### src/rtl/core/rhc_pkg.sv
// Shared types and constants of the roaming handoff controller.
package rhc_pkg;

    typedef enum logic [2:0] {
        ST_IDLE,
        ST_WRITE,
        ST_READ_CUR,
        ST_CHECK,
        ST_MOD,
        ST_SCAN,
        ST_DECIDE,
        ST_EMIT
    } t_state;

    typedef enum logic [1:0] {
        MODE_IDLE     = 2'd0,
        MODE_ANT      = 2'd1,
        MODE_INACTIVE = 2'd2
    } t_mode;

    typedef enum logic [1:0] {
        ACT_UPLINK   = 2'd0,
        ACT_CONTROL  = 2'd1,
        ACT_DOWNLINK = 2'd2,
        ACT_BEACON   = 2'd3
    } t_action;

    typedef enum logic [2:0] {
        CFG_CLIENT_NUMBER  = 3'd0,
        CFG_START_AP       = 3'd1,
        CFG_MANUAL_PERIOD  = 3'd2,
        CFG_HOLD_TIME      = 3'd3,
        CFG_ROAM_THRESHOLD = 3'd4
    } t_cfg_idx;

    localparam logic [7:0] MSG_REQUEST    = 8'h04;
    localparam logic [7:0] MSG_REASSOC    = 8'h0a;
    localparam logic [7:0] MSG_HANDOFF_GO = 8'h09;
    localparam logic [7:0] MSG_RESUME     = 8'h0d;

    localparam logic signed [7:0] RSSI_UNHEARD = -8'sd127;

    localparam int DVD_W          = 32;
    localparam int DIV_W          = 16;
    localparam int MOD_BITS_CYCLE = 2;

    typedef struct packed {
        logic done;
        logic rem_zero;
    } t_mod_status;

endpackage

### src/rtl/core/roaming_handoff_controller_unit.sv
// Roaming handoff controller top level: sequencer, RSSI table and output register.
//
// One item at a time; o_in_ready is high only while the sequencer is idle. A data item or
// an accepted handoff-go message is staged in the result registers and then moves to the
// output register once that is free. A beacon goes through the table write, the current-AP
// read and the hold check; a manual-mode decision then waits on the remainder unit (16
// steps of two bits of the beacon count), and an RSSI search walks the table through its
// single read port. A handoff request then goes through the result registers to the output.
// The output register holds a result until taken while the next item is accepted. Table
// entries carry valid bits cleared by reset, so no clearing pass follows reset.
module roaming_handoff_controller_unit import rhc_pkg::*; #(
    parameter int AP_COUNT = 8
) (
    input  logic              i_clk,
    input  logic              i_rst_n,
    input  logic              i_in_valid,
    output logic              o_in_ready,
    input  logic [1:0]        i_action,
    input  logic [7:0]        i_msg_type,
    input  logic [7:0]        i_msg_client,
    input  logic [7:0]        i_msg_orig_ap,
    input  logic [7:0]        i_msg_target_ap,
    input  logic [2:0]        i_report_client,
    input  logic [3:0]        i_report_ap,
    input  logic signed [7:0] i_report_rssi,
    input  logic [31:0]       i_time_ms,
    output logic              o_out_valid,
    input  logic              i_out_ready,
    output logic              o_send_message,
    output logic [7:0]        o_out_code,
    output logic [7:0]        o_out_client,
    output logic [7:0]        o_out_orig_ap,
    output logic [7:0]        o_out_target_ap,
    output logic              o_forward_data,
    input  logic              i_cfg_valid,
    output logic              o_cfg_ready,
    input  logic [2:0]        i_cfg_index,
    input  logic [15:0]       i_cfg_data
);

    localparam int IW = $clog2(AP_COUNT);
    localparam int CW = (IW > 3) ? IW : 3;

    localparam logic [2:0]        CLIENT_RESET = 3'd1;
    localparam logic [15:0]       HOLD_RESET   = 16'd1000;
    localparam logic signed [7:0] THRESH_RESET = -8'sd68;

    t_state r_state, n_state;
    t_mode  r_mode;

    logic [2:0]        r_client_number;
    logic [15:0]       r_manual_period;
    logic [15:0]       r_hold_time;
    logic signed [7:0] r_threshold;

    logic [CW-1:0]     r_cur;
    logic [CW-1:0]     r_pick;
    logic              r_hold;
    logic [31:0]       r_last_switch;
    logic [31:0]       r_beacon_count;
    logic [2:0]        r_last_client;

    logic [3:0]        r_ap;
    logic signed [7:0] r_rs;
    logic [31:0]       r_now;

    logic signed [7:0] r_mem [AP_COUNT];
    logic [AP_COUNT-1:0] r_mem_vld;
    logic signed [7:0] r_rd_data;
    logic              r_rd_vld;

    logic [IW:0]       r_idx;
    logic [IW-1:0]     r_pidx;
    logic              r_pend;
    logic signed [7:0] r_best;

    logic              r_res_send;
    logic [7:0]        r_res_code;
    logic [7:0]        r_res_client;
    logic [7:0]        r_res_orig;
    logic [7:0]        r_res_target;
    logic              r_res_fwd;

    logic              r_out_valid;
    logic              r_o_send;
    logic [7:0]        r_o_code;
    logic [7:0]        r_o_client;
    logic [7:0]        r_o_orig;
    logic [7:0]        r_o_target;
    logic              r_o_fwd;

    logic              in_fire;
    logic              cfg_fire;
    t_action           act;
    logic [2:0]        lc_new;
    logic              ap_ok;
    logic              cur_in_tab;
    logic signed [7:0] cur_rssi;
    logic              unheard;
    logic              expired;
    logic              hold_next;
    logic              blocked;
    logic              manual;
    logic              keep;
    logic              scan_issue;
    logic signed [7:0] scan_e;
    logic              is_go;
    logic              is_resume;

    logic              mem_we;
    logic              mem_re;
    logic [IW-1:0]     mem_waddr;
    logic [IW-1:0]     mem_raddr;
    logic              mod_start;
    logic              out_load;
    t_mod_status       mod_st;

    assign o_in_ready  = (r_state == ST_IDLE);
    assign o_cfg_ready = 1'b1;
    assign in_fire     = i_in_valid & o_in_ready;
    assign cfg_fire    = i_cfg_valid & o_cfg_ready;
    assign act         = t_action'(i_action);

    assign lc_new     = (i_report_client >= 3'd1 && i_report_client <= 3'd4) ?
                        i_report_client : r_last_client;
    assign is_go      = (r_mode == MODE_ANT) && (i_msg_type == MSG_HANDOFF_GO);
    assign is_resume  = (r_mode == MODE_INACTIVE) && (i_msg_type == MSG_RESUME);

    assign ap_ok      = (r_ap != 4'd0) && (32'(r_ap) <= AP_COUNT);
    assign mem_waddr  = IW'(r_ap - 4'd1);
    assign cur_in_tab = (32'(r_cur) < AP_COUNT);
    assign cur_rssi   = (cur_in_tab && r_rd_vld) ? r_rd_data : RSSI_UNHEARD;
    assign unheard    = (cur_rssi == RSSI_UNHEARD);
    assign expired    = ((r_now - r_last_switch) > {16'd0, r_hold_time});
    assign hold_next  = r_hold & ~expired;
    assign blocked    = (r_mode != MODE_IDLE) || hold_next;
    assign manual     = (r_manual_period != 16'd0);
    assign keep       = (cur_rssi >= r_threshold);
    assign scan_issue = (32'(r_idx) < AP_COUNT);
    assign scan_e     = r_rd_vld ? r_rd_data : RSSI_UNHEARD;

    rhc_mod_unit u_mod (
        .i_clk      (i_clk),
        .i_rst_n    (i_rst_n),
        .i_start    (mod_start),
        .i_dividend (r_beacon_count + 32'd1),
        .i_divisor  (r_manual_period),
        .o_status   (mod_st)
    );

    // next state
    always_comb begin
        n_state = r_state;
        unique case (r_state)
            ST_IDLE: begin
                if (in_fire) begin
                    case (act) inside
                        ACT_UPLINK, ACT_DOWNLINK: n_state = ST_EMIT;
                        ACT_CONTROL:              if (is_go) n_state = ST_EMIT;
                        default:                  if (lc_new == r_client_number)
                                                      n_state = ST_WRITE;
                    endcase
                end
            end
            ST_WRITE:    n_state = ST_READ_CUR;
            ST_READ_CUR: n_state = ST_CHECK;
            ST_CHECK: begin
                if (unheard || blocked) begin
                    n_state = ST_IDLE;
                end else if (manual) begin
                    n_state = ST_MOD;
                end else if (keep) begin
                    n_state = ST_IDLE;
                end else begin
                    n_state = ST_SCAN;
                end
            end
            ST_MOD:    if (mod_st.done) n_state = ST_DECIDE;
            ST_SCAN:   if (!scan_issue && !r_pend) n_state = ST_DECIDE;
            ST_DECIDE: n_state = (r_pick == r_cur) ? ST_IDLE : ST_EMIT;
            ST_EMIT:   if (out_load) n_state = ST_IDLE;
            default:   n_state = ST_IDLE;
        endcase
    end

    // sequencer strobes
    always_comb begin
        mem_we    = 1'b0;
        mem_re    = 1'b0;
        mem_raddr = r_cur[IW-1:0];
        mod_start = 1'b0;
        out_load  = 1'b0;
        unique case (r_state)
            ST_WRITE:    mem_we = ap_ok;
            ST_READ_CUR: mem_re = cur_in_tab;
            ST_CHECK:    mod_start = !unheard && !blocked && manual;
            ST_SCAN: begin
                mem_re    = scan_issue;
                mem_raddr = r_idx[IW-1:0];
            end
            ST_EMIT:     out_load = !r_out_valid || i_out_ready;
            default: ;
        endcase
    end

    always_ff @(posedge i_clk) begin
        if (!i_rst_n) begin
            r_state <= ST_IDLE;
        end else begin
            r_state <= n_state;
        end
    end

    // RSSI table
    always_ff @(posedge i_clk) begin
        if (mem_we) begin
            r_mem[mem_waddr] <= r_rs;
        end
        if (mem_re) begin
            r_rd_data <= r_mem[mem_raddr];
            r_rd_vld  <= r_mem_vld[mem_raddr];
        end
    end

    always_ff @(posedge i_clk) begin
        if (!i_rst_n) begin
            r_mode          <= MODE_IDLE;
            r_client_number <= CLIENT_RESET;
            r_manual_period <= 16'd0;
            r_hold_time     <= HOLD_RESET;
            r_threshold     <= THRESH_RESET;
            r_cur           <= '0;
            r_hold          <= 1'b0;
            r_last_switch   <= 32'd0;
            r_beacon_count  <= 32'd0;
            r_last_client   <= 3'd0;
            r_mem_vld       <= '0;
            r_pend          <= 1'b0;
            r_out_valid     <= 1'b0;
        end else begin
            if (cfg_fire) begin
                case (t_cfg_idx'(i_cfg_index))
                    CFG_CLIENT_NUMBER:  r_client_number <= i_cfg_data[2:0];
                    CFG_START_AP:       r_cur <= CW'(i_cfg_data[2:0]);
                    CFG_MANUAL_PERIOD:  r_manual_period <= i_cfg_data;
                    CFG_HOLD_TIME:      r_hold_time <= i_cfg_data;
                    CFG_ROAM_THRESHOLD: r_threshold <= i_cfg_data[7:0];
                    default: ;
                endcase
            end

            if (mem_we) begin
                r_mem_vld[mem_waddr] <= 1'b1;
            end

            if (out_load) begin
                r_out_valid <= 1'b1;
                r_o_send    <= r_res_send;
                r_o_code    <= r_res_code;
                r_o_client  <= r_res_client;
                r_o_orig    <= r_res_orig;
                r_o_target  <= r_res_target;
                r_o_fwd     <= r_res_fwd;
            end else if (i_out_ready) begin
                r_out_valid <= 1'b0;
            end

            unique case (r_state)
                ST_IDLE: begin
                    if (in_fire) begin
                        r_ap  <= i_report_ap;
                        r_rs  <= i_report_rssi;
                        r_now <= i_time_ms;
                        case (act) inside
                            ACT_UPLINK, ACT_DOWNLINK: begin
                                r_res_send   <= 1'b0;
                                r_res_code   <= 8'd0;
                                r_res_client <= 8'd0;
                                r_res_orig   <= 8'd0;
                                r_res_target <= 8'd0;
                                r_res_fwd    <= (r_mode != MODE_INACTIVE);
                            end
                            ACT_CONTROL: begin
                                if (is_go) begin
                                    r_mode       <= MODE_INACTIVE;
                                    r_res_send   <= 1'b1;
                                    r_res_code   <= MSG_REASSOC;
                                    r_res_client <= i_msg_client;
                                    r_res_orig   <= i_msg_orig_ap;
                                    r_res_target <= i_msg_target_ap;
                                    r_res_fwd    <= 1'b0;
                                end else if (is_resume) begin
                                    r_mode <= MODE_IDLE;
                                end
                            end
                            default: r_last_client <= lc_new;
                        endcase
                    end
                end
                ST_CHECK: begin
                    if (!unheard) begin
                        r_beacon_count <= r_beacon_count + 32'd1;
                        r_hold         <= hold_next;
                    end
                    r_idx  <= '0;
                    r_pend <= 1'b0;
                    r_best <= RSSI_UNHEARD;
                    r_pick <= r_cur;
                end
                ST_MOD: begin
                    if (mod_st.done) begin
                        r_pick <= mod_st.rem_zero ? {{(CW-1){1'b0}}, ~r_cur[0]} : r_cur;
                    end
                end
                ST_SCAN: begin
                    r_pend <= scan_issue;
                    r_pidx <= r_idx[IW-1:0];
                    if (scan_issue) begin
                        r_idx <= r_idx + 1'b1;
                    end
                    if (r_pend && (scan_e > r_best)) begin
                        r_best <= scan_e;
                        r_pick <= CW'(r_pidx);
                    end
                end
                ST_DECIDE: begin
                    if (r_pick != r_cur) begin
                        r_res_send    <= 1'b1;
                        r_res_code    <= MSG_REQUEST;
                        r_res_client  <= {5'd0, r_client_number} - 8'd1;
                        r_res_orig    <= 8'(r_cur);
                        r_res_target  <= 8'(r_pick);
                        r_res_fwd     <= 1'b0;
                        r_cur         <= r_pick;
                        r_mode        <= MODE_ANT;
                        r_hold        <= 1'b1;
                        r_last_switch <= r_now;
                    end
                end
                default: ;
            endcase
        end
    end

    assign o_out_valid     = r_out_valid;
    assign o_send_message  = r_o_send;
    assign o_out_code      = r_o_code;
    assign o_out_client    = r_o_client;
    assign o_out_orig_ap   = r_o_orig;
    assign o_out_target_ap = r_o_target;
    assign o_forward_data  = r_o_fwd;

endmodule

### src/rtl/core/rhc_mod_unit.sv
// Iterative remainder unit: beacon count modulo manual period, two bits per cycle.
module rhc_mod_unit import rhc_pkg::*; (
    input  logic             i_clk,
    input  logic             i_rst_n,
    input  logic             i_start,
    input  logic [DVD_W-1:0] i_dividend,
    input  logic [DIV_W-1:0] i_divisor,
    output t_mod_status      o_status
);

    localparam int STEPS = DVD_W / MOD_BITS_CYCLE;
    localparam int CNT_W = $clog2(STEPS);

    logic             r_busy;
    logic             r_done;
    logic [CNT_W-1:0] r_cnt;
    logic [DVD_W-1:0] r_dvd;
    logic [DIV_W-1:0] r_div;
    logic [DIV_W-1:0] r_rem;
    logic [DIV_W-1:0] n_rem;
    logic [DVD_W-1:0] n_dvd;

    always_comb begin
        logic [DIV_W:0]   sh;
        logic [DIV_W-1:0] rem_v;
        logic [DVD_W-1:0] dvd_v;
        rem_v = r_rem;
        dvd_v = r_dvd;
        for (int k = 0; k < MOD_BITS_CYCLE; k++) begin
            sh = {rem_v, dvd_v[DVD_W-1]};
            dvd_v = {dvd_v[DVD_W-2:0], 1'b0};
            if (sh >= {1'b0, r_div}) begin
                sh = sh - {1'b0, r_div};
            end
            rem_v = sh[DIV_W-1:0];
        end
        n_rem = rem_v;
        n_dvd = dvd_v;
    end

    always_ff @(posedge i_clk) begin
        if (!i_rst_n) begin
            r_busy <= 1'b0;
            r_done <= 1'b0;
            r_cnt  <= '0;
        end else begin
            r_done <= 1'b0;
            if (i_start) begin
                r_busy <= 1'b1;
                r_cnt  <= '0;
                r_dvd  <= i_dividend;
                r_div  <= i_divisor;
                r_rem  <= '0;
            end else if (r_busy) begin
                r_dvd <= n_dvd;
                r_rem <= n_rem;
                r_cnt <= r_cnt + 1'b1;
                if (r_cnt == CNT_W'(STEPS - 1)) begin
                    r_busy <= 1'b0;
                    r_done <= 1'b1;
                end
            end
        end
    end

    assign o_status.done     = r_done;
    assign o_status.rem_zero = (r_rem == '0);

endmodule

### config.mk
export PLATFORM = sky130hd
export DESIGN_NAME = roaming_handoff_controller_unit
export DESIGN_NICKNAME = d
export VERILOG_FILES = /design/src/rtl/core/rhc_pkg.sv /design/src/rtl/core/roaming_handoff_controller_unit.sv /design/src/rtl/core/rhc_mod_unit.sv
export SDC_FILE = /design/constraint.sdc
export NUM_CORES = 1
export LEC_CHECK = 0
export ABC_AREA = 1
export BUFFER_PORTS_ARGS = -buffer_cell sky130_fd_sc_hd__buf_2
export CORE_ASPECT_RATIO = 1.5
export CORE_UTILIZATION = 68
export CTS_BUF_LIST = sky130_fd_sc_hd__clkbuf_2 sky130_fd_sc_hd__clkbuf_4 sky130_fd_sc_hd__clkbuf_8
export CTS_CLUSTER_DIAMETER = 50
export DETAILED_ROUTE_END_ITERATION = 8
export GPL_ROUTABILITY_DRIVEN = 0
export PLACE_DENSITY = 0.88
export REMOVE_ABC_BUFFERS = 1
export SKIP_LAST_GASP = 1
export SLEW_MARGIN = 10
export SYNTH_ARGS = -nofsm -noshare
export SYNTH_HDL_FRONTEND = slang
export SYNTH_SLANG_ARGS = --single-unit
### constraint.sdc
create_clock -name i_clk -period 11.7 [get_ports i_clk]
set_clock_uncertainty 0.1 [all_clocks]
set_input_delay 2.34 -clock i_clk [delete_from_list [all_inputs] [get_ports i_clk]]
set_output_delay 2.34 -clock i_clk [all_outputs]
set_load 0.005 [all_outputs]
==> results.sh, run 1 <==
export IMPL_grt_first_pass_wirelength_mm=79.08
export IMPL_cts_inserted_buffers=53
export IMPL_final_common_cell="nand2_1"
export IMPL_synth_edf_count=255
export IMPL_start_util_pct=69.29
export IMPL_power_density_nw_per_um2=175.4
export IMPL_cts_hold_buf=0
export IMPL_dieArea_um2=30850
export IMPL_place_hpwl_mm=34.85
export IMPL_fp_dieW_um=143.7
export IMPL_rows=77
export IMPL_vias=16980
export IMPL_post_cts_buffers=0
export IMPL_final_hold_viol_count=0
export IMPL_setup_viol=0
export IMPL_io_pins=142
export IMPL_dr_wl_met3_mm=2.894
export IMPL_drt_initial_drc_count=1222
export IMPL_ys_seq_area_share_pct=50.55
export IMPL_drt_total_wl_mm=49.06
export IMPL_clk_latency_ps=620
export IMPL_power_switching_mw=1.315
export IMPL_start_kind="register"
export IMPL_min_delay_path_depth=0
export IMPL_post_drt_wl_per_cell_um=16.47
export IMPL_rsz0062_at_grt="false"
export IMPL_fin_nets=2745
export IMPL_p_int_mw=2.670
export IMPL_ys_flop_type="edfxtp_1"
export IMPL_ys_warn_count=0
export IMPL_root_buffer="clkbuf_8"
export IMPL_path_max_fanout=83
export IMPL_dr_pass1_iters=6
export IMPL_htree_num_levels=2
export IMPL_r2r_cells=26
export IMPL_final_layout_size_suffix_gt1_share_pct=11.47
export IMPL_cp_data_required_time_ps=11850
export IMPL_grt_pass1_vias=17130
export IMPL_syn_area_per_cell_um2=8.557
export IMPL_port_buffers=135
export IMPL_vias_per_cell=5.701
export IMPL_finalCritPeriodShare_pct=41.95
export IMPL_ys_types=61
export IMPL_grt_max_degree=84
export IMPL_max_freq_mhz=203.8
export IMPL_worst_ir_drop_vdd_v=0.0001238
export IMPL_drcViolationCount=0
export IMPL_cts_sinks=390
export IMPL_mostFrequentLayoutCells="492 x nand2_1, 381 x inv_1, 255 x edfxtp_1"
export IMPL_synthTopCellsByArea="edfxtp_1 37%, dfxtp_1 13%, nand2_1 9.0%"
export IMPL_synth_top_area_share_pct=37.36
export IMPL_cts_resized=0
export IMPL_max_cap_violations=0
export IMPL_arrival_ps=5060
export IMPL_power_static_leakage_nw=10.10
export IMPL_overflow=0
export IMPL_p_clk_share_pct=29.7
export IMPL_core_area_um2=29580
export IMPL_min_path_type="reg -> reg"
export IMPL_cp_end_kind="register"
export IMPL_crit_type="reg -> reg"
export IMPL_status="finished clean"
export IMPL_syn_area_um2=20490
export IMPL_ys_async_sr_fraction_pct=0
export IMPL_p_comb_share_pct=26.9
export IMPL_detail_route_antenna_nets=0
export IMPL_grt_antenna_before_repair=4
export IMPL_p_seq_share_pct=43.4
export IMPL_post_route_min_period_ps=4908
export IMPL_slew_viol_final=0
export IMPL_cts_max_path_buffers=3
export IMPL_path_clk_slew_ps=70
export IMPL_synthCells=2395
export IMPL_cts_tree="built"
export IMPL_grtUsageTotal_pct=32.71
export IMPL_slew_headroom_pct=22.42
export IMPL_layout_cells_non_filler=2978
export IMPL_area_growth_pct=10.86
export IMPL_wl_met1_mm=17.58
export IMPL_synth_top_area_cell="edfxtp_1"
export IMPL_dpl_cell_area_um2=21480
export IMPL_placed_cells=2877
export IMPL_p_sw_share_pct=33.00
export IMPL_setup_tns_ps=0
export IMPL_ys_seq_elements=390
export IMPL_tightestPinTransition_ps=1155
export IMPL_fin_area_um2=22720
export IMPL_die_h_um=214.6
export IMPL_met2_length_mm=25.42
export IMPL_dr_max_layer_used="met5"
## synthesized netlist by cell type, types with 5 or more instances
cell      count
dfxtp_1     135
nor2_2       10
nor2_1      242
inv_2         8
buf_6         8
buf_2        10
and2_1        5
buf_4         9
xor2_1       58
clkbuf_1     40
a21oi_1     159
o32ai_1       9
o21ai_0     192
edfxtp_1    255
o21bai_1     13
ha_1        100
nand2_1     493
nand3_1      64
o21ai_1      26
xnor2_1      24
nand2_2       8
inv_1       381
a31oi_1      16
nor3_1       28
nor4_1       11
o211ai_1     11
nand4_1      19
## power groups by stage
stage | combinational [mW] | sequential (mW) | clock, mW
final | 1.07 | 1.73 | 1.18
after detailed placement | 1.04 | 1.75 | 0
after floorplan | 0.756 | 1.74 | 0
after CTS | 1.05 | 1.73 | 1.20
after global placement | 0.987 | 1.75 | 0
after global routing | 1.20 | 1.74 | 1.25
## layer usage
layer	global-route usage [%]	vias up
li1	-	8143
met1	34.65	7843
met2	58.35	746
met3	5.561	241
met4	22.09	4
met5	0	-
## critical path, stage by stage, from the launching register on
cell and delay, ps:
edfxtp_1 320, inv_1 50, ha_1 210, fa_1 420, inv_1 120, nand2_1 60, nand2_1 70, nand3_1 80
nand2_2 110, nand2_1 60, nand2_1 110, xor2_1 90, ha_1 280, nand2_1 60, nor4_1 470, nand2_1 90
nand2_1 80, nand2_1 50, nand3_1 90, nor2_1 40, nand2_1 70, nor2_2 50, nand2_2 90, nand4_4 80
buf_4 440, o21ai_4 230, buf_4 560
## worst paths after layout
check	from	endpoint	slack [ps]
worst min register to register	r_res_orig[4]$_SDFFCE_PP0P_	o_out_orig_ap[4]$_DFFE_PP_	320
worst max-delay path	r_now[0]$_DFFE_PP_	u_mod.r_rem[12]$_SDFFCE_PN0P_	6790
worst max register to register	r_now[0]$_DFFE_PP_	u_mod.r_rem[12]$_SDFFCE_PN0P_	6790
worst min-delay path	r_res_orig[4]$_SDFFCE_PP0P_	o_out_orig_ap[4]$_DFFE_PP_	320
## sequential cells by signal (all words and copies together) (netlist names), 8 cells and up
name	flops
r_mem	64
r_manual_period	16
o_out_client	8
r_rs	8
r_res_orig	8
r_res_target	8
r_beacon_count	32
r_threshold	8
o_out_target_ap	8
u_mod.r_dvd	32
u_mod.r_rem	16
u_mod.r_div	16
r_res_client	8
r_rd_data	8
o_out_orig_ap	8
r_last_switch	32
r_best	8
r_mem_vld	8
r_hold_time	16
r_now	32
## kinds of logic after synthesis
kind of cell | Yosys count | synth area share [%]
DFF | 390 | 50.55
adders and majority gates | 103 | 6.398
buffers and inverters | 461 | 8.969
xor gates and xnor gates | 82 | 3.504
muxes | 1 | 0.04884
other | 2 | 0.03665
and+or+nand+nor | 902 | 18.38
AOI/OAI and AO/OA | 454 | 12.11
## through the flow
| step | hold slack (ps) | util, % | worst slack (ps) | total power, mW |
|---|---|---|---|---|
| after floorplan | 300.3 | - | 3597 | 2.492 |
| after global placement | 300.7 | 72.64 | 6930 | 2.733 |
| after detailed placement | 304.5 | 72.64 | 6846 | 2.793 |
| after CTS | 314.1 | 76.78 | 6883 | 3.973 |
| after global routing | 318.8 | 76.80 | 6526 | 4.196 |
| final | 315.9 | 76.81 | 6792 | 3.985 |
## cell type report
class	count	area [um^2]
well taps	395	494.2
flip-flops and latches	390	10360
repair buffers	153	810.8
multi-input cells	1548	8352
fillers	1956	6859
clock inverters	26	310.3
clock buffers	72	915.9
diodes	3	7.507
inverters	391	1468
Note: power is estimated with default switching activity, not from simulation.
==> run 2, diff against run 1 <==
--- a/config.mk
+++ b/config.mk
@@ -8,12 +8,12 @@
 export ABC_AREA = 1
 export BUFFER_PORTS_ARGS = -buffer_cell sky130_fd_sc_hd__buf_2
 export CORE_ASPECT_RATIO = 1.5
-export CORE_UTILIZATION = 68
+export CORE_UTILIZATION = 63
 export CTS_BUF_LIST = sky130_fd_sc_hd__clkbuf_2 sky130_fd_sc_hd__clkbuf_4 sky130_fd_sc_hd__clkbuf_8
 export CTS_CLUSTER_DIAMETER = 50
 export DETAILED_ROUTE_END_ITERATION = 8
 export GPL_ROUTABILITY_DRIVEN = 0
-export PLACE_DENSITY = 0.88
+export PLACE_DENSITY = 0.83
 export REMOVE_ABC_BUFFERS = 1
 export SKIP_LAST_GASP = 1
 export SLEW_MARGIN = 10
==> constraint.sdc (replaced) <==
create_clock -name i_clk -period 5.1 [get_ports i_clk]
set_clock_uncertainty 0.1 [all_clocks]
set_input_delay 1.02 -clock i_clk [delete_from_list [all_inputs] [get_ports i_clk]]
set_output_delay 1.02 -clock i_clk [all_outputs]
set_load 0.005 [all_outputs]
==> run 2 against run 1 <==
Effect of this change:
- sequential share of layout area decreased by 0.063 points
- clock-buffer cell count is the same
- first-iteration DRC count fell by 15%
- global-route usage fell by 4.0 points
- sequential power grew 130%
- die area increased by 7.8%
- fmax grew 4.9%
- via count down 1.6%
- critical path depth is 2 lower
- design area grew 0.14%
- worst hold slack worse by 27 ps
==> results.sh, run 2 (synthesis gave the netlist of run 1 again) <==
export IMPL_overflow=0
export IMPL_max_stage_delay_ps=420
export IMPL_finalCritPeriodShare_pct=91.72
export IMPL_slew_viol_final=0
export IMPL_power_static_leakage_nw=10.10
export IMPL_root_buffer="clkbuf_8"
export IMPL_crit_type="reg -> reg"
export IMPL_grt_pass1_vias=16450
export IMPL_diodes=0
export IMPL_drt_total_wl_mm=47.28
export IMPL_slowest_stage="edfxtp_1"
export IMPL_rsz0062_at_grt="false"
export IMPL_vias_per_cell=5.572
export IMPL_drcViolationCount=0
export IMPL_rows=80
export IMPL_final_layout_size_suffix_gt1_share_pct=11.56
export IMPL_detail_route_antenna_nets=0
export IMPL_htree_num_levels=2
export IMPL_max_freq_mhz=213.8
export IMPL_clk_latency_ps=650
export IMPL_cts_tree="built"
export IMPL_arrival_ps=4950
export IMPL_hold_end="o_out_target_ap[7]$_DFFE_PP_"
export IMPL_start_util_pct=64.18
export IMPL_worst_ir_drop_vdd_v=0.0002778
export IMPL_final_common_cell="nand2_1"
export IMPL_finalPower_mw=9.084
export IMPL_cts_inserted_buffers=54
export IMPL_post_cts_buffers=0
export IMPL_port_buffers=135
export IMPL_worst_slack_ps=422.5
export IMPL_largest_register_ffs=64
export IMPL_cts_sinks=390
export IMPL_drt_initial_drc_count=1033
export IMPL_post_route_min_period_ps=4678
export IMPL_power_density_nw_per_um2=399.3
export IMPL_area_growth_pct=11.01
export IMPL_mostFrequentLayoutCells="492 x nand2_1, 381 x inv_1, 255 x edfxtp_1"
export IMPL_fp_dieW_um=149.3
export IMPL_die_h_um=222.9
export IMPL_cts_hold_buf=0
export IMPL_place_hpwl_mm=34.80
export IMPL_dr_pass1_iters=5
export IMPL_path_delay_family="compound AO/OA/AOI/OAI gates"
export IMPL_status="finished clean"
export IMPL_reg2reg_slack_ps=420
export IMPL_dp_slack_ps=509.5
export IMPL_start_kind="register"
export IMPL_slew_headroom_pct=28.29
export IMPL_post_drt_wl_per_cell_um=15.77
export IMPL_fin_nets=2749
export IMPL_top_register="r_mem"
export IMPL_cpMostUsedCell="nand2_1"
export IMPL_rr_startpoint="u_mod.r_rem[1]$_SDFFCE_PN0P_"
export IMPL_reg2reg_to="u_mod.r_rem[14]$_SDFFCE_PN0P_"
export IMPL_dieArea_um2=33270
export IMPL_tightestPinTransition_ps=1048
export IMPL_cp_num_buf_inv=2
export IMPL_vias=16700
export IMPL_grt_antenna_before_repair=0
export IMPL_max_cap_violations=0
export IMPL_crit_chain="ha_1 -> nand2_1 -> o21ai_2 -> nand4_1 -> nand3_1 -> nand2_1 -> o211ai_2 -> nand2_1 -> nand2_2 -> inv_2 -> o21ai_0 -> ha_1 -> a21o_1 -> nand3_1 -> nand2_1 -> a21oi_1 -> o21ai_0 -> a21boi_1 -> o21ai_0 -> xor2_1 -> nand2_1 -> nand2_1 -> nand2_1 -> inv_1"
export IMPL_cp_data_required_time_ps=5380
export IMPL_path_clk_slew_ps=70
export IMPL_grtUsageTotal_pct=28.75
export IMPL_grt_first_pass_wirelength_mm=76.17
export IMPL_cts_max_path_buffers=3
export IMPL_io_pins=142
export IMPL_cp_end_kind="register"
export IMPL_min_delay_path_depth=0
export IMPL_path_max_fanout=24
export IMPL_grt_max_degree=65
export IMPL_min_path_type="reg -> reg"
export IMPL_setup_viol=0
export IMPL_r2r_cells=24
export IMPL_min_delay_start="r_res_target[7]$_SDFFCE_PP0P_"
export IMPL_core_area_um2=31930
export IMPL_final_hold_viol_count=0
[run 2: changes by cell type in the layout (fill, tap and decap cells not counted)]
cell | previous run | this run
clkinv_2 | 9 | 7
diode_2 | 3 | 0
inv_12 | 0 | 1
clkinvlp_4 | 0 | 3
bufinv_16 | 7 | 6
a21boi_1 | 0 | 1
clkinv_8 | 1 | 0
a21boi_0 | 2 | 1
buf_4 | 18 | 21
clkinv_1 | 10 | 14
[run 2: per-layer routing]
metal | vias to the layer above | track usage, % | part of all wire, % | wire length (um)
met5 | - | 0 | 0 | 0
met4 | 0 | 16.72 | 5.2 | 2459
met3 | 169 | 4.499 | 5.7 | 2680
met2 | 598 | 53.05 | 52 | 24530
met1 | 7760 | 30.42 | 37 | 17610
li1 | 8171 | - | - | -
[run 2: cell type report]
class,instances,area [um^2]
Sequential cell,390,10360
Clock inverter,30,307.8
Timing Repair Buffer,156,833.3
Inverter,391,1468
Fill cell,2409,9181
Tap cell,410,513.0
Multi-Input combinational cell,1548,8352
Clock buffer,72,915.9
[run 2: worst reg2reg max path, cell delays in order (launching register included)]
cell      delay (ps)
edfxtp_1         420
ha_1             390
nand2_1          120
o21ai_2          240
nand4_1          140
nand3_1          130
nand2_1           80
o211ai_2          80
nand2_1           90
nand2_2          160
inv_2            180
o21ai_0          300
ha_1             350
a21o_1           240
nand3_1           70
nand2_1           50
a21oi_1          220
o21ai_0          190
a21boi_1         310
o21ai_0          170
xor2_1           170
nand2_1           80
nand2_1           50
nand2_1           50
inv_1             50
[run 2: where the power goes]
group	total (mW)	internal, mW	switching [mW]
Combinational	2.43	0.816	1.62
Clock	2.70	1.49	1.21
Sequential	3.96	3.78	0.171
[run 2: what timing repair did]
action,4_1_cts,5_1_grt
resized for setup,0,1
hold endpoints to repair,0,0
endpoints found under the setup margin,0,1
[run 2: per-stage QoR]
step                      utilization (%)  instances  TNS [ps]  instance area, um^2  hold WS, ps
after global routing                71.25       2997         0                22750        316.5
after CTS                           71.25       2997         0                22750        302.4
final                               71.25       2997         0                22750        289.3
after global placement              67.41       2895         0                21530        300.7
after detailed placement            67.41       2895         0                21530        304.5
after floorplan                         -       2329   -147210                20140        300.3
[run 2: worst max path at each step]
stage,startpoint,to,slack [ps],depth (start not counted)
after floorplan,r_now[0]$_DFFE_PP_,u_mod.r_dvd[0]$_SDFFCE_PP0P_,-3000,24
after global placement,r_now[4]$_DFFE_PP_,u_mod.r_dvd[29]$_DFFE_PP_,620,21
after detailed placement,u_mod.r_rem[1]$_SDFFCE_PN0P_,u_mod.r_rem[14]$_SDFFCE_PN0P_,510,24
after CTS,u_mod.r_rem[1]$_SDFFCE_PN0P_,u_mod.r_rem[14]$_SDFFCE_PN0P_,470,24
after global routing,u_mod.r_rem[1]$_SDFFCE_PN0P_,u_mod.r_rem[12]$_SDFFCE_PN0P_,70,26
final,u_mod.r_rem[1]$_SDFFCE_PN0P_,u_mod.r_rem[14]$_SDFFCE_PN0P_,420,24
